<file path="src/mdaa_pkg.sv">
// Shared types, constants and register codes for the array address generator.
package mdaa_pkg;

    // Number of dimensions the bound stores can hold.
    localparam int MAX_DIMS = 8;

    // Width of a store index and of the per-query dimension counter.
    localparam int DIM_W = (MAX_DIMS > 1) ? $clog2(MAX_DIMS) : 1;
    localparam int CNT_W = $clog2(MAX_DIMS + 1);

    // Command queue between the front and the back.
    localparam int Q_DEPTH = 2;
    localparam int Q_AW    = (Q_DEPTH > 1) ? $clog2(Q_DEPTH) : 1;
    localparam int Q_CW    = $clog2(Q_DEPTH + 1);

    // Configuration port geometry.
    localparam int ADDR_W = 4;
    localparam int DATA_W = 32;

    // Register indexes, taken from paddr[3:2].
    localparam logic [1:0] CFG_BASE_ADDRESS = 2'd0;
    localparam logic [1:0] CFG_ELEMENT_SIZE = 2'd1;
    localparam logic [1:0] CFG_NUM_DIMS     = 2'd2;

    // Request type codes.
    localparam logic REQ_BOUND = 1'b0;
    localparam logic REQ_INDEX = 1'b1;

    // One input transaction.
    typedef struct packed {
        logic               req_type;
        logic [2:0]         dim_select;
        logic signed [15:0] lower_bound;
        logic signed [15:0] upper_bound;
        logic signed [15:0] index_value;
        logic               last_index;
    } req_t;

    // One output transaction.
    typedef struct packed {
        logic signed [63:0] address;
        logic               count_error;
        logic               overflow;
    } rsp_t;

    // Operation carried from the front to the back.
    typedef enum logic {
        OP_BOUND,
        OP_INDEX
    } op_t;

    // Queue entry: a classified item.
    typedef struct packed {
        op_t                op;
        logic [DIM_W-1:0]   dim;
        logic signed [15:0] lower_bound;
        logic signed [15:0] upper_bound;
        logic signed [15:0] index_value;
        logic               accumulate;
        logic               last;
        logic               count_error;
    } cmd_t;

endpackage

</file>
<file path="src/multi_dim_array_address.sv">
// Top level of the row-major array address generator with its register port.
//
// Bound transactions load one dimension's lower bound and extent; index
// transactions arrive outermost first, and the one marked last yields
// base_address + (row-major offset) * element_size, or a count error with
// address all ones when the number of indexes differs from num_dims. The
// front end takes one transaction per cycle until its two-entry queue is
// full. The back end works one queue entry at a time through a single
// 33x18 multiplier and an 82-bit adder: a bound item is stored as it is
// popped, an index item takes two multiplier passes over the 32-bit halves
// of the accumulator, a product sum and the offset add, and the index that
// closes a valid query repeats them for the element-size scaling before the
// emit state loads the result register. Signed 64-bit overflow anywhere in
// a query sets the overflow flag while the address keeps its wrapped value.
module multi_dim_array_address (
    input  logic                          clk,
    input  logic                          rst_n,
    input  logic                          req_valid,
    output logic                          req_stall,
    input  mdaa_pkg::req_t                req,
    output logic                          rsp_valid,
    input  logic                          rsp_stall,
    output mdaa_pkg::rsp_t                rsp,
    input  logic                          psel,
    input  logic                          penable,
    input  logic                          pwrite,
    input  logic [mdaa_pkg::ADDR_W-1:0]   paddr,
    input  logic [mdaa_pkg::DATA_W-1:0]   pwdata,
    output logic [mdaa_pkg::DATA_W-1:0]   prdata,
    output logic                          pready
);
    import mdaa_pkg::*;

    logic [31:0] base_address_reg;
    logic [15:0] element_size_reg;
    logic [3:0]  num_dims_reg;
    logic        cfg_write;

    logic        push;
    cmd_t        push_cmd;
    logic        full;
    logic        pop;
    logic        q_valid;
    cmd_t        q_head;

    // Register port: every access completes in its access cycle.
    assign pready    = 1'b1;
    assign cfg_write = psel && penable && pwrite;

    always_ff @(posedge clk or negedge rst_n)
    begin
        if (!rst_n)
        begin
            base_address_reg <= '0;
            element_size_reg <= 16'd1;
            num_dims_reg     <= 4'd1;
        end
        else if (cfg_write)
        begin
            case (paddr[3:2])
                CFG_BASE_ADDRESS: base_address_reg <= pwdata;
                CFG_ELEMENT_SIZE: element_size_reg <= pwdata[15:0];
                CFG_NUM_DIMS:     num_dims_reg     <= pwdata[3:0];
                default:          ;
            endcase
        end
    end

    // Register read-back.
    always_comb
    begin
        case (paddr[3:2])
            CFG_BASE_ADDRESS: prdata = base_address_reg;
            CFG_ELEMENT_SIZE: prdata = {16'b0, element_size_reg};
            CFG_NUM_DIMS:     prdata = {28'b0, num_dims_reg};
            default:          prdata = '0;
        endcase
    end

    mdaa_front u_front (
        .clk       (clk),
        .rst_n     (rst_n),
        .req_valid (req_valid),
        .req_stall (req_stall),
        .req       (req),
        .num_dims  (num_dims_reg),
        .push      (push),
        .push_cmd  (push_cmd),
        .full      (full)
    );

    mdaa_queue u_queue (
        .clk      (clk),
        .rst_n    (rst_n),
        .push     (push),
        .push_cmd (push_cmd),
        .full     (full),
        .pop      (pop),
        .valid    (q_valid),
        .head     (q_head)
    );

    mdaa_back u_back (
        .clk          (clk),
        .rst_n        (rst_n),
        .q_valid      (q_valid),
        .q_head       (q_head),
        .q_pop        (pop),
        .base_address (base_address_reg),
        .element_size (element_size_reg),
        .rsp_valid    (rsp_valid),
        .rsp_stall    (rsp_stall),
        .rsp          (rsp)
    );

endmodule

</file>
<file path="src/mdaa_front.sv">
// Front end: accepts transactions, tracks the index count and classifies items.
module mdaa_front (
    input  logic                 clk,
    input  logic                 rst_n,
    input  logic                 req_valid,
    output logic                 req_stall,
    input  mdaa_pkg::req_t       req,
    input  logic [3:0]           num_dims,
    output logic                 push,
    output mdaa_pkg::cmd_t       push_cmd,
    input  logic                 full
);
    import mdaa_pkg::*;

    logic [CNT_W-1:0] dims_seen_reg;
    logic [CNT_W-1:0] dims_seen_next;
    logic             excess_reg;
    logic             excess_next;
    logic             accept;
    logic             can_acc;
    logic             dim_ok;
    logic             cerr;

    // Stall while the queue has no room.
    assign req_stall = full;
    assign accept    = req_valid && !full;

    // Classify the item against the running query count.
    always_comb
    begin
        dim_ok         = 32'(req.dim_select) < MAX_DIMS;
        can_acc        = (32'(dims_seen_reg) < 32'(num_dims)) &&
                         (32'(dims_seen_reg) < MAX_DIMS);
        dims_seen_next = can_acc ? dims_seen_reg + CNT_W'(1) : dims_seen_reg;
        excess_next    = excess_reg || !can_acc;
        cerr           = excess_next || (32'(dims_seen_next) != 32'(num_dims)) ||
                         (32'(num_dims) > MAX_DIMS);
    end

    // Build the queue entry; surplus index items that end nothing are dropped.
    always_comb
    begin
        push_cmd.lower_bound = req.lower_bound;
        push_cmd.upper_bound = req.upper_bound;
        push_cmd.index_value = req.index_value;
        push_cmd.last        = req.last_index;
        push_cmd.count_error = cerr;
        if (req.req_type == REQ_BOUND)
        begin
            push_cmd.op         = OP_BOUND;
            push_cmd.dim        = DIM_W'(req.dim_select);
            push_cmd.accumulate = 1'b0;
            push                = accept && dim_ok;
        end
        else
        begin
            push_cmd.op         = OP_INDEX;
            push_cmd.dim        = DIM_W'(dims_seen_reg);
            push_cmd.accumulate = can_acc;
            push                = accept && (can_acc || req.last_index);
        end
    end

    // Query count state; a last index starts a fresh query.
    always_ff @(posedge clk or negedge rst_n)
    begin
        if (!rst_n)
        begin
            dims_seen_reg <= '0;
            excess_reg    <= 1'b0;
        end
        else if (accept && req.req_type == REQ_INDEX)
        begin
            if (req.last_index)
            begin
                dims_seen_reg <= '0;
                excess_reg    <= 1'b0;
            end
            else
            begin
                dims_seen_reg <= dims_seen_next;
                excess_reg    <= excess_next;
            end
        end
    end

endmodule

</file>
<file path="src/mdaa_queue.sv">
// Short command queue between the front end and the arithmetic back end.
module mdaa_queue (
    input  logic           clk,
    input  logic           rst_n,
    input  logic           push,
    input  mdaa_pkg::cmd_t push_cmd,
    output logic           full,
    input  logic           pop,
    output logic           valid,
    output mdaa_pkg::cmd_t head
);
    import mdaa_pkg::*;

    cmd_t            mem [Q_DEPTH];
    logic [Q_AW-1:0] wr_ptr_reg;
    logic [Q_AW-1:0] rd_ptr_reg;
    logic [Q_CW-1:0] count_reg;

    assign full  = (32'(count_reg) == Q_DEPTH);
    assign valid = (count_reg != '0);
    assign head  = mem[rd_ptr_reg];

    // Entry storage.
    always_ff @(posedge clk)
    begin
        if (push)
        begin
            mem[wr_ptr_reg] <= push_cmd;
        end
    end

    // Pointers and fill count.
    always_ff @(posedge clk or negedge rst_n)
    begin
        if (!rst_n)
        begin
            wr_ptr_reg <= '0;
            rd_ptr_reg <= '0;
            count_reg  <= '0;
        end
        else
        begin
            if (push)
            begin
                wr_ptr_reg <= (32'(wr_ptr_reg) == Q_DEPTH - 1) ? '0 : wr_ptr_reg + Q_AW'(1);
            end
            if (pop)
            begin
                rd_ptr_reg <= (32'(rd_ptr_reg) == Q_DEPTH - 1) ? '0 : rd_ptr_reg + Q_AW'(1);
            end
            if (push && !pop)
            begin
                count_reg <= count_reg + Q_CW'(1);
            end
            else if (pop && !push)
            begin
                count_reg <= count_reg - Q_CW'(1);
            end
        end
    end

endmodule

</file>
<file path="src/mdaa_back.sv">
// Back end: bound stores, shared multiply-add unit and the result register.
module mdaa_back (
    input  logic           clk,
    input  logic           rst_n,
    input  logic           q_valid,
    input  mdaa_pkg::cmd_t q_head,
    output logic           q_pop,
    input  logic [31:0]    base_address,
    input  logic [15:0]    element_size,
    output logic           rsp_valid,
    input  logic           rsp_stall,
    output mdaa_pkg::rsp_t rsp
);
    import mdaa_pkg::*;

    typedef enum logic [2:0] {
        ST_IDLE,
        ST_MUL_LO,
        ST_MUL_HI,
        ST_SUM,
        ST_ADD,
        ST_EMIT
    } state_t;

    state_t             state_reg;
    logic signed [15:0] lower_mem  [MAX_DIMS];
    logic signed [17:0] extent_mem [MAX_DIMS];

    logic [63:0]        acc_reg;
    logic               ov_seen_reg;
    logic signed [17:0] m_reg;
    logic signed [33:0] addend_reg;
    logic signed [50:0] plo_reg;
    logic signed [49:0] phi_reg;
    logic [81:0]        prod_reg;
    logic               final_reg;
    logic               last_reg;
    logic               cerr_reg;
    logic               rsp_valid_reg;
    rsp_t               rsp_reg;

    logic               mul_ov;
    logic [64:0]        sum;
    logic               add_ov;
    logic               ov_all;

    assign q_pop     = (state_reg == ST_IDLE) && q_valid;
    assign rsp_valid = rsp_valid_reg;
    assign rsp       = rsp_reg;

    // Overflow checks: the exact product must fit 64 signed bits, and so must the sum.
    always_comb
    begin
        mul_ov = !((&prod_reg[81:63]) || !(|prod_reg[81:63]));
        sum    = {prod_reg[63], prod_reg[63:0]} + {{31{addend_reg[33]}}, addend_reg};
        add_ov = sum[64] != sum[63];
        ov_all = ov_seen_reg || mul_ov || add_ov;
    end

    // Bound stores, written by bound items in queue order.
    always_ff @(posedge clk)
    begin
        if (q_pop && q_head.op == OP_BOUND)
        begin
            lower_mem[q_head.dim]  <= q_head.lower_bound;
            extent_mem[q_head.dim] <= 18'(q_head.upper_bound) - 18'(q_head.lower_bound)
                                      + 18'sd1;
        end
    end

    // Sequencer: acc*m over two 32-bit halves, their sum, then the add, then the result.
    always_ff @(posedge clk or negedge rst_n)
    begin
        if (!rst_n)
        begin
            state_reg     <= ST_IDLE;
            acc_reg       <= '0;
            ov_seen_reg   <= 1'b0;
            m_reg         <= '0;
            addend_reg    <= '0;
            plo_reg       <= '0;
            phi_reg       <= '0;
            prod_reg      <= '0;
            final_reg     <= 1'b0;
            last_reg      <= 1'b0;
            cerr_reg      <= 1'b0;
            rsp_valid_reg <= 1'b0;
            rsp_reg       <= '0;
        end
        else
        begin
            // The result register empties here unless the emit state refills it.
            if (rsp_valid_reg && !rsp_stall && state_reg != ST_EMIT)
            begin
                rsp_valid_reg <= 1'b0;
            end
            case (state_reg)
                ST_IDLE:
                begin
                    if (q_valid && q_head.op == OP_INDEX)
                    begin
                        last_reg  <= q_head.last;
                        cerr_reg  <= q_head.count_error;
                        final_reg <= 1'b0;
                        if (q_head.accumulate)
                        begin
                            m_reg      <= extent_mem[q_head.dim];
                            addend_reg <= 34'(q_head.index_value) -
                                          34'(lower_mem[q_head.dim]);
                            state_reg  <= ST_MUL_LO;
                        end
                        else
                        begin
                            state_reg <= ST_EMIT;
                        end
                    end
                end
                ST_MUL_LO:
                begin
                    plo_reg   <= $signed({1'b0, acc_reg[31:0]}) * m_reg;
                    state_reg <= ST_MUL_HI;
                end
                ST_MUL_HI:
                begin
                    phi_reg   <= $signed(acc_reg[63:32]) * m_reg;
                    state_reg <= ST_SUM;
                end
                ST_SUM:
                begin
                    prod_reg  <= {phi_reg, 32'b0} + {{31{plo_reg[50]}}, plo_reg};
                    state_reg <= ST_ADD;
                end
                ST_ADD:
                begin
                    acc_reg     <= sum[63:0];
                    ov_seen_reg <= ov_all;
                    if (final_reg || (last_reg && cerr_reg))
                    begin
                        state_reg <= ST_EMIT;
                    end
                    else if (last_reg)
                    begin
                        // Valid query: scale by the element size and add the base.
                        final_reg  <= 1'b1;
                        m_reg      <= {2'b00, element_size};
                        addend_reg <= {2'b00, base_address};
                        state_reg  <= ST_MUL_LO;
                    end
                    else
                    begin
                        state_reg <= ST_IDLE;
                    end
                end
                ST_EMIT:
                begin
                    if (!rsp_valid_reg || !rsp_stall)
                    begin
                        rsp_valid_reg       <= 1'b1;
                        rsp_reg.address     <= cerr_reg ? '1 : acc_reg;
                        rsp_reg.count_error <= cerr_reg;
                        rsp_reg.overflow    <= cerr_reg ? 1'b0 : ov_seen_reg;
                        acc_reg             <= '0;
                        ov_seen_reg         <= 1'b0;
                        state_reg           <= ST_IDLE;
                    end
                end
                default:
                begin
                    state_reg <= ST_IDLE;
                end
            endcase
        end
    end

endmodule

</file>
<file path="config.mk">
export PLATFORM = sky130hd
export DESIGN_NAME = multi_dim_array_address
export DESIGN_NICKNAME = d
export VERILOG_FILES = /design/src/mdaa_pkg.sv /design/src/multi_dim_array_address.sv /design/src/mdaa_front.sv /design/src/mdaa_queue.sv /design/src/mdaa_back.sv
export SDC_FILE = /design/constraint.sdc
export NUM_CORES = 2
export LEC_CHECK = 0
export BUFFER_PORTS_ARGS = -buffer_cell sky130_fd_sc_hd__buf_4
export CORE_MARGIN = 4
export CORE_UTILIZATION = 50
export CTS_BUF_LIST = sky130_fd_sc_hd__clkbuf_4 sky130_fd_sc_hd__clkbuf_8
export DETAILED_ROUTE_END_ITERATION = 6
export GPL_ROUTABILITY_DRIVEN = 0
export PLACE_DENSITY_LB_ADDON = 0.3
export SETUP_SLACK_MARGIN = 0.4
export SLEW_MARGIN = 20
export SYNTH_ARGS = -nofsm -noshare
export SYNTH_HDL_FRONTEND = slang
export SYNTH_SLANG_ARGS = --single-unit
</file>
<file path="constraint.sdc">
create_clock -name clk -period 13.1 [get_ports clk]
set_input_delay 1.31 -clock clk [delete_from_list [all_inputs] [get_ports clk]]
set_output_delay 1.31 -clock clk [all_outputs]
set_load 0.03 [all_outputs]
</file>
* After elaboration in Yosys (flattened, before gate mapping)
Memories as Yosys holds them, arrays and structs flattened.
Cells that the tools add are included.
** Cells by class
- $add $sub $neg :: 10
- Multipliers :: 2
- $lt $le $gt $ge :: 3
- Equal/unequal tests :: 16
- Multiplexer cells :: 44
- Bitwise operators :: 1
- Reductions and logical operators :: 48
** Operators by type and width (count)
- 34-bit 2-to-1 mux :: 4
- 64-bit 2-to-1 mux :: 2
- 64-bit case mux with 2 select lines :: 1
- 32-bit case mux with 3 select lines :: 1
- 82-bit adder :: 1
- 18-bit 2-to-1 mux :: 4
- 34-bit case mux with 2 select lines :: 1
- 64-bit by 34-bit adder with 65-bit output :: 1
- 33-bit by 18-bit multiplier with 51-bit output :: 1
- 32-bit by 18-bit multiplier with 50-bit output :: 1
- 18-bit case mux with 2 select lines :: 1
- 16-bit by 16-bit subtractor with 17-bit output :: 2
- 19-bit AND reduction :: 1
- 19-bit OR reduction :: 1
- 18-bit by 2-bit adder with 18-bit output (second input constant) :: 1
- 1-bit 2-to-1 mux :: 18
- 3-bit case mux with 6 select lines :: 1
- 1-bit logical AND :: 14
- 2-bit AND reduction :: 7
- 3-bit 2-to-1 mux :: 4
- 4-bit 2-to-1 mux :: 3
- 1-bit logical OR :: 9
- 1-bit logical NOT :: 8
- 2-bit nonzero test :: 4
- 24 further kinds :: 33
** Word-level totals
- Flip-flop bits (word level) :: 434
- RAM bits :: 382
- Bits of input ports :: 96
- Output and inout bits :: 101
- Logic and storage cells :: 150
- Memories :: 3
** Memories
- u_back.extent_mem :: words 8, width 18, read ports 1, clocked after Yosys merged registers in 0, wr ports 1, RTL line mdaa_back.sv:27 : logic signed [17:0] extent_mem [MAX_DIMS];
- u_back.lower_mem :: words 8, width 16, read ports 1, clocked after Yosys merged registers in 0, wr ports 1, RTL line mdaa_back.sv:26 : logic signed [15:0] lower_mem [MAX_DIMS];
- u_queue.mem :: words 2, width 55, read ports 1, clocked after Yosys merged registers in 0, wr ports 1, RTL line mdaa_queue.sv:14 : cmd_t mem [Q_DEPTH];

* Longest topological paths before layout
- Word-level depth :: 9
- Gate-level depth with buffers :: 27
- Mapped depth without buffers :: 25

* Cells and area by module
Synthesis repeated with hierarchy kept, for this count alone.
** Second synthesis, totals
- Cell total of the unflattened synthesis :: 8038
- Area total of the unflattened synthesis :: 78172.5 µm²
** By module, submodules not included
- mdaa_back :: instances 1, cells each 7557, area an instance 70482.6 µm², seq. area each 17476.8 µm²
- mdaa_queue :: instances 1, cells each 187, area an instance 4322.9 µm², seq. area each 3403.3 µm²
- multi_dim_array_address :: instances 1, cells each 173, area an instance 2384.8 µm², seq. area each 1303.8 µm²
- mdaa_front :: instances 1, cells each 121, area an instance 982.2 µm², seq. area each 125.1 µm²

* Worst setup path after synthesis
Ideal clock, no wire load.
- Path type :: flip-flop to flip-flop
- From :: register u_back.m_reg[9]
- To :: register u_back.plo_reg[48]
- Setup time :: 130 ps
- Arrival time :: 6542 ps
- Required time :: 12970 ps
- Path slack :: 6427 ps
- Cell stages (with the launch flop) :: 27
- Path buffers :: 2
- Period minus slack after synthesis :: 6673 ps
- Cell sequence :: dfrtp_1 clkbuf_1 clkbuf_1 nand2_1 fa_1 inv_1 fa_1 inv_1 fa_1 inv_1 fa_1 fa_1 inv_1 fa_1 inv_1 ha_1 inv_1 o21bai_1 a2111oi_0 o32a_1 o31ai_1 a221oi_2 o21ai_1 a221oi_1 o21ai_1 xnor2_1 o21ai_1
** Between the ends
- Longest elaborated chain between the ends :: 1
** Ends and longest elaborated chain
- from (decl) :: RTL line mdaa_back.sv:31 : logic signed [17:0] m_reg;
- from (signal assigned) :: RTL line mdaa_back.sv:107 : m_reg <= extent_mem[q_head.dim];
- from (signal assigned) :: RTL line mdaa_back.sv:145 : m_reg <= {2'b00, element_size};
- 33-bit by 18-bit multiplier with 51-bit output :: RTL line mdaa_back.sv:120 : plo_reg <= $signed({1'b0, acc_reg[31:0]}) * m_reg;
- to (signal assigned) :: RTL line mdaa_back.sv:120
- to (decl) :: RTL line mdaa_back.sv:33 : logic signed [50:0] plo_reg;
No other way between the ends.
A chain may end at the register's enable or synchronous reset.

* Worst setup path after layout
- From :: register u_back.m_reg[4]
- To :: register u_back.plo_reg[40]
Same word-level chain as after synthesis.

==> flow_metrics.py <==
metrics = {
    "floorplan": {
        "ios": 197,
        "chipHeight_um": 400.5,
        "coreArea_um2": 152400,
        "die_x_um": 400.5,
        "fp-row-count": 143,
        "dieArea_um2": 160400,
        "start_util_pct": 50.53,
    },
    "yosys": {
        "synth_top_family_by_area": "adder cells",
        "synth_warnings": 0,
        "netlist_top_cells_area": "fa_1 (27%), edfxtp_1 (15%), dfrtp_1 (14%)",
        "synth-edff-count": 382,
        "synth_compound_area_share_pct": 9.493,
        "synth-main-ff-cell": "dfrtp_1",
        "synth_most_common_cell": "nand2_1",
        "netlist_area_um2": 77020,
        "syn-num-nets": 9535,
        "synth_xor_area_share_pct": 2.672,
        "synthDistinctLibCells": 89,
        "netlist_instances": 7969,
        "synthMuxAreaShare_pct": 2.136,
        "synth_seq_cells": 815,
        "synth_top_area_share_pct": 26.95,
        "synthArstFlopShare_pct": 53.13,
        "yosys.area.top_type": "fa_1",
        "yosysSeqAreaShare_pct": 28.96,
        "syn_area_per_cell_um2": 9.665,
        "yosys.area_share.adder_pct": 33.99,
        "yosys-top-cells-count": "nand2_1 (1274), inv_1 (1239), fa_1 (1037), and2_1 (478), ha_1 (433)",
        "synth-simple-area-share_pct": 14.53,
    },
    "sta": {
        "finalSetupViolCount": 0,
        "fin_worst_skew_ns": 0.04630,
        "rsz0062_at_grt": "false",
        "layout_min_cycle_time_ns": 8.607,
        "report.final.slew_viol_count": 0,
        "finalSetupTns_ns": 0,
        "tightest_slew_ns": 1.103,
        "relSlewSlack_pct": 25.48,
        "finalCritPeriodShare_pct": 65.70,
        "fmax_mhz": 116.2,
        "hold_viol": 0,
    },
    "grt": {
        "antenna_found_initial": 2,
        "grt_max_degree": 101,
        "grt-ovfl-total": 0,
        "grt_pass1_wl_um": 329500,
        "grt_util_all_layers_pct": 25.98,
        "grt_pass1_vias": 58058,
    },
    "clock_network": {
        "clk_latency_ns": 0.86,
        "ctsHoldBuffers": 0,
        "path_clk_slew_ns": 0.07,
        "cts_buffer_depth": 3,
        "cts_tree": "yes",
        "cts_setup_buffers": 0,
        "htree_levels": 4,
        "ctsResizeCount": 0,
        "clkSinkCount": 815,
        "cts_made_buffers": 141,
        "cts-root-buf": "clkbuf_8",
    },
    "place": {
        "hpwl_um": 151000,
        "portBuffers": 193,
    },
    "routing": {
        "drtAntennaViolNets": 0,
        "vias": 56535,
        "drc": 0,
        "vias_per_cell": 5.591,
        "drtIter0Drc": 4451,
        "wl_per_cell_um": 20.46,
        "wirelength_um": 206900,
        "drt_pass1_iterations": 5,
    },
    "worst_setup_path": {
        "crit_path_top_delay_cell": "a2111oi_0",
        "crit_path_start_kind": "register",
        "crit_top_cell": "fa_1",
        "cp_top_family": "adder cells",
        "end_kind": "register",
        "worstPathRequired_ns": 13.83,
        "crit_chain": "buf_4, buf_4, nand2_1, fa_1, fa_1, fa_1, inv_1, fa_1, fa_1, inv_1, fa_1, inv_1, ha_1, a21oi_1, o21bai_1, a2111oi_0, o32a_1, o31ai_1, a221oi_2, o21ai_1, a221oi_1, o21ai_1, o31ai_1",
        "slowest_delay_ns": 0.94,
        "crit_type": "reg -> reg",
        "crit_path_max_fanout": 44,
        "critPathBufInv": 5,
        "arrival_ns": 9.33,
    },
    "layout": {
        "largestRegisters": "u_back.extent_mem x144, u_back.lower_mem x128, u_queue.mem x110",
        "register_area_um2": 22350,
        "regMostFlops": "u_back.extent_mem",
        "drive_above_1_share_pct": 8.669,
        "fin_nets": 9531,
        "largest_reg_flops": 144,
        "area_delta_synth_final_pct": 8.210,
        "multi_input_area_um2": 48560,
        "nFillCells": 13556,
    },
    "hold_path": {
        "hold_path_class": "reg -> reg",
    },
    "outcome": {
        "status": "complete, no violations",
    },
    "job": {
        "maxCapViolCount": 0,
    },
}
tightest hold or removal path, cell delays in order (launching register included):
cell     delay, ns
dfrtp_1       0.34
nand2_1       0.05
nand2_1       0.05
cell type report:
class,instances,share of cell area [%]
Antenna cell,6,0.01801
Clock buffer,194,2.918
Sequential cell,815,26.81
Multi-Input combinational cell,5470,58.26
Timing Repair Buffer,297,2.713
Clock inverter,59,0.6440
Tap cell,2030,3.047
Inverter,1240,5.584
metal layers:
metal | up-vias | global-route usage (%) | routed length (um)
met5 | - | 0 | 0
met2 | 2227 | 41.59 | 96430
met3 | 354 | 4.169 | 15760
li1 | 25389 | - | -
met4 | 0 | 8.638 | 7356
met1 | 28565 | 36.35 | 87360
cell usage in the layout (no fill, tap or decap), drive strengths merged, types with 119 or more instances in the layout:
cell	Yosys	final
edfxtp	382	382
nand2	1274	1274
buf	19	297
ha	433	433
o21ai	401	401
xnor2	136	136
dfrtp	431	431
a21oi	292	292
nor2	312	312
clkbuf	425	194
a21o	119	119
fa	1037	1037
inv	1239	1250
and2	479	479
per-stage QoR:
stage / hold WS (ns) / worst slack [ns] / util (%) / std cells / instance area [um^2]
after global placement: 0.4467 / 4.771 / 52.69 / 9851 / 80320
after global routing: 0.4850 / 4.104 / 54.67 / 10107 / 83340
final: 0.4576 / 4.493 / 54.67 / 10111 / 83350
after floorplan: 0.4348 / 6.427 / - / 7969 / 77020
after CTS: 0.4287 / 4.636 / 54.64 / 10104 / 83290
after detailed placement: 0.4528 / 4.707 / 52.69 / 9851 / 80320
kinds of logic (layout without fill, tap and decap cells):
family / Yosys count / count (layout)
XOR/XNOR: 235 / 235
other: 1 / 7
adder cells (fa/ha/maj): 1470 / 1470
flip-flops: 815 / 815
AND/OR/NAND/NOR: 2434 / 2434
multiplexers: 145 / 145
buffers and inverters: 1684 / 1790
AO/OA/AOI/OAI: 1185 / 1185
worst paths after layout:
kind | startpoint | endpoint | slack [ns] | depth (start not counted)
hold / removal | u_back.plo_reg[24] | u_back.prod_reg[24] | 0.46 | 2
setup reg to reg | u_back.m_reg[4] | u_back.plo_reg[40] | 4.49 | 23
max in group asynchronous | rst_n | u_back.plo_reg[3] | 9.38 | 4
hold reg to reg | u_back.plo_reg[24] | u_back.prod_reg[24] | 0.46 | 2
min in group asynchronous | rst_n | u_back.rsp[0] | 0.47 | 1
setup / recovery | u_back.m_reg[4] | u_back.plo_reg[40] | 4.49 | 23
Power is not shown: default switching activity piles up to over one toggle a cycle in this logic, so the estimate is an artifact.
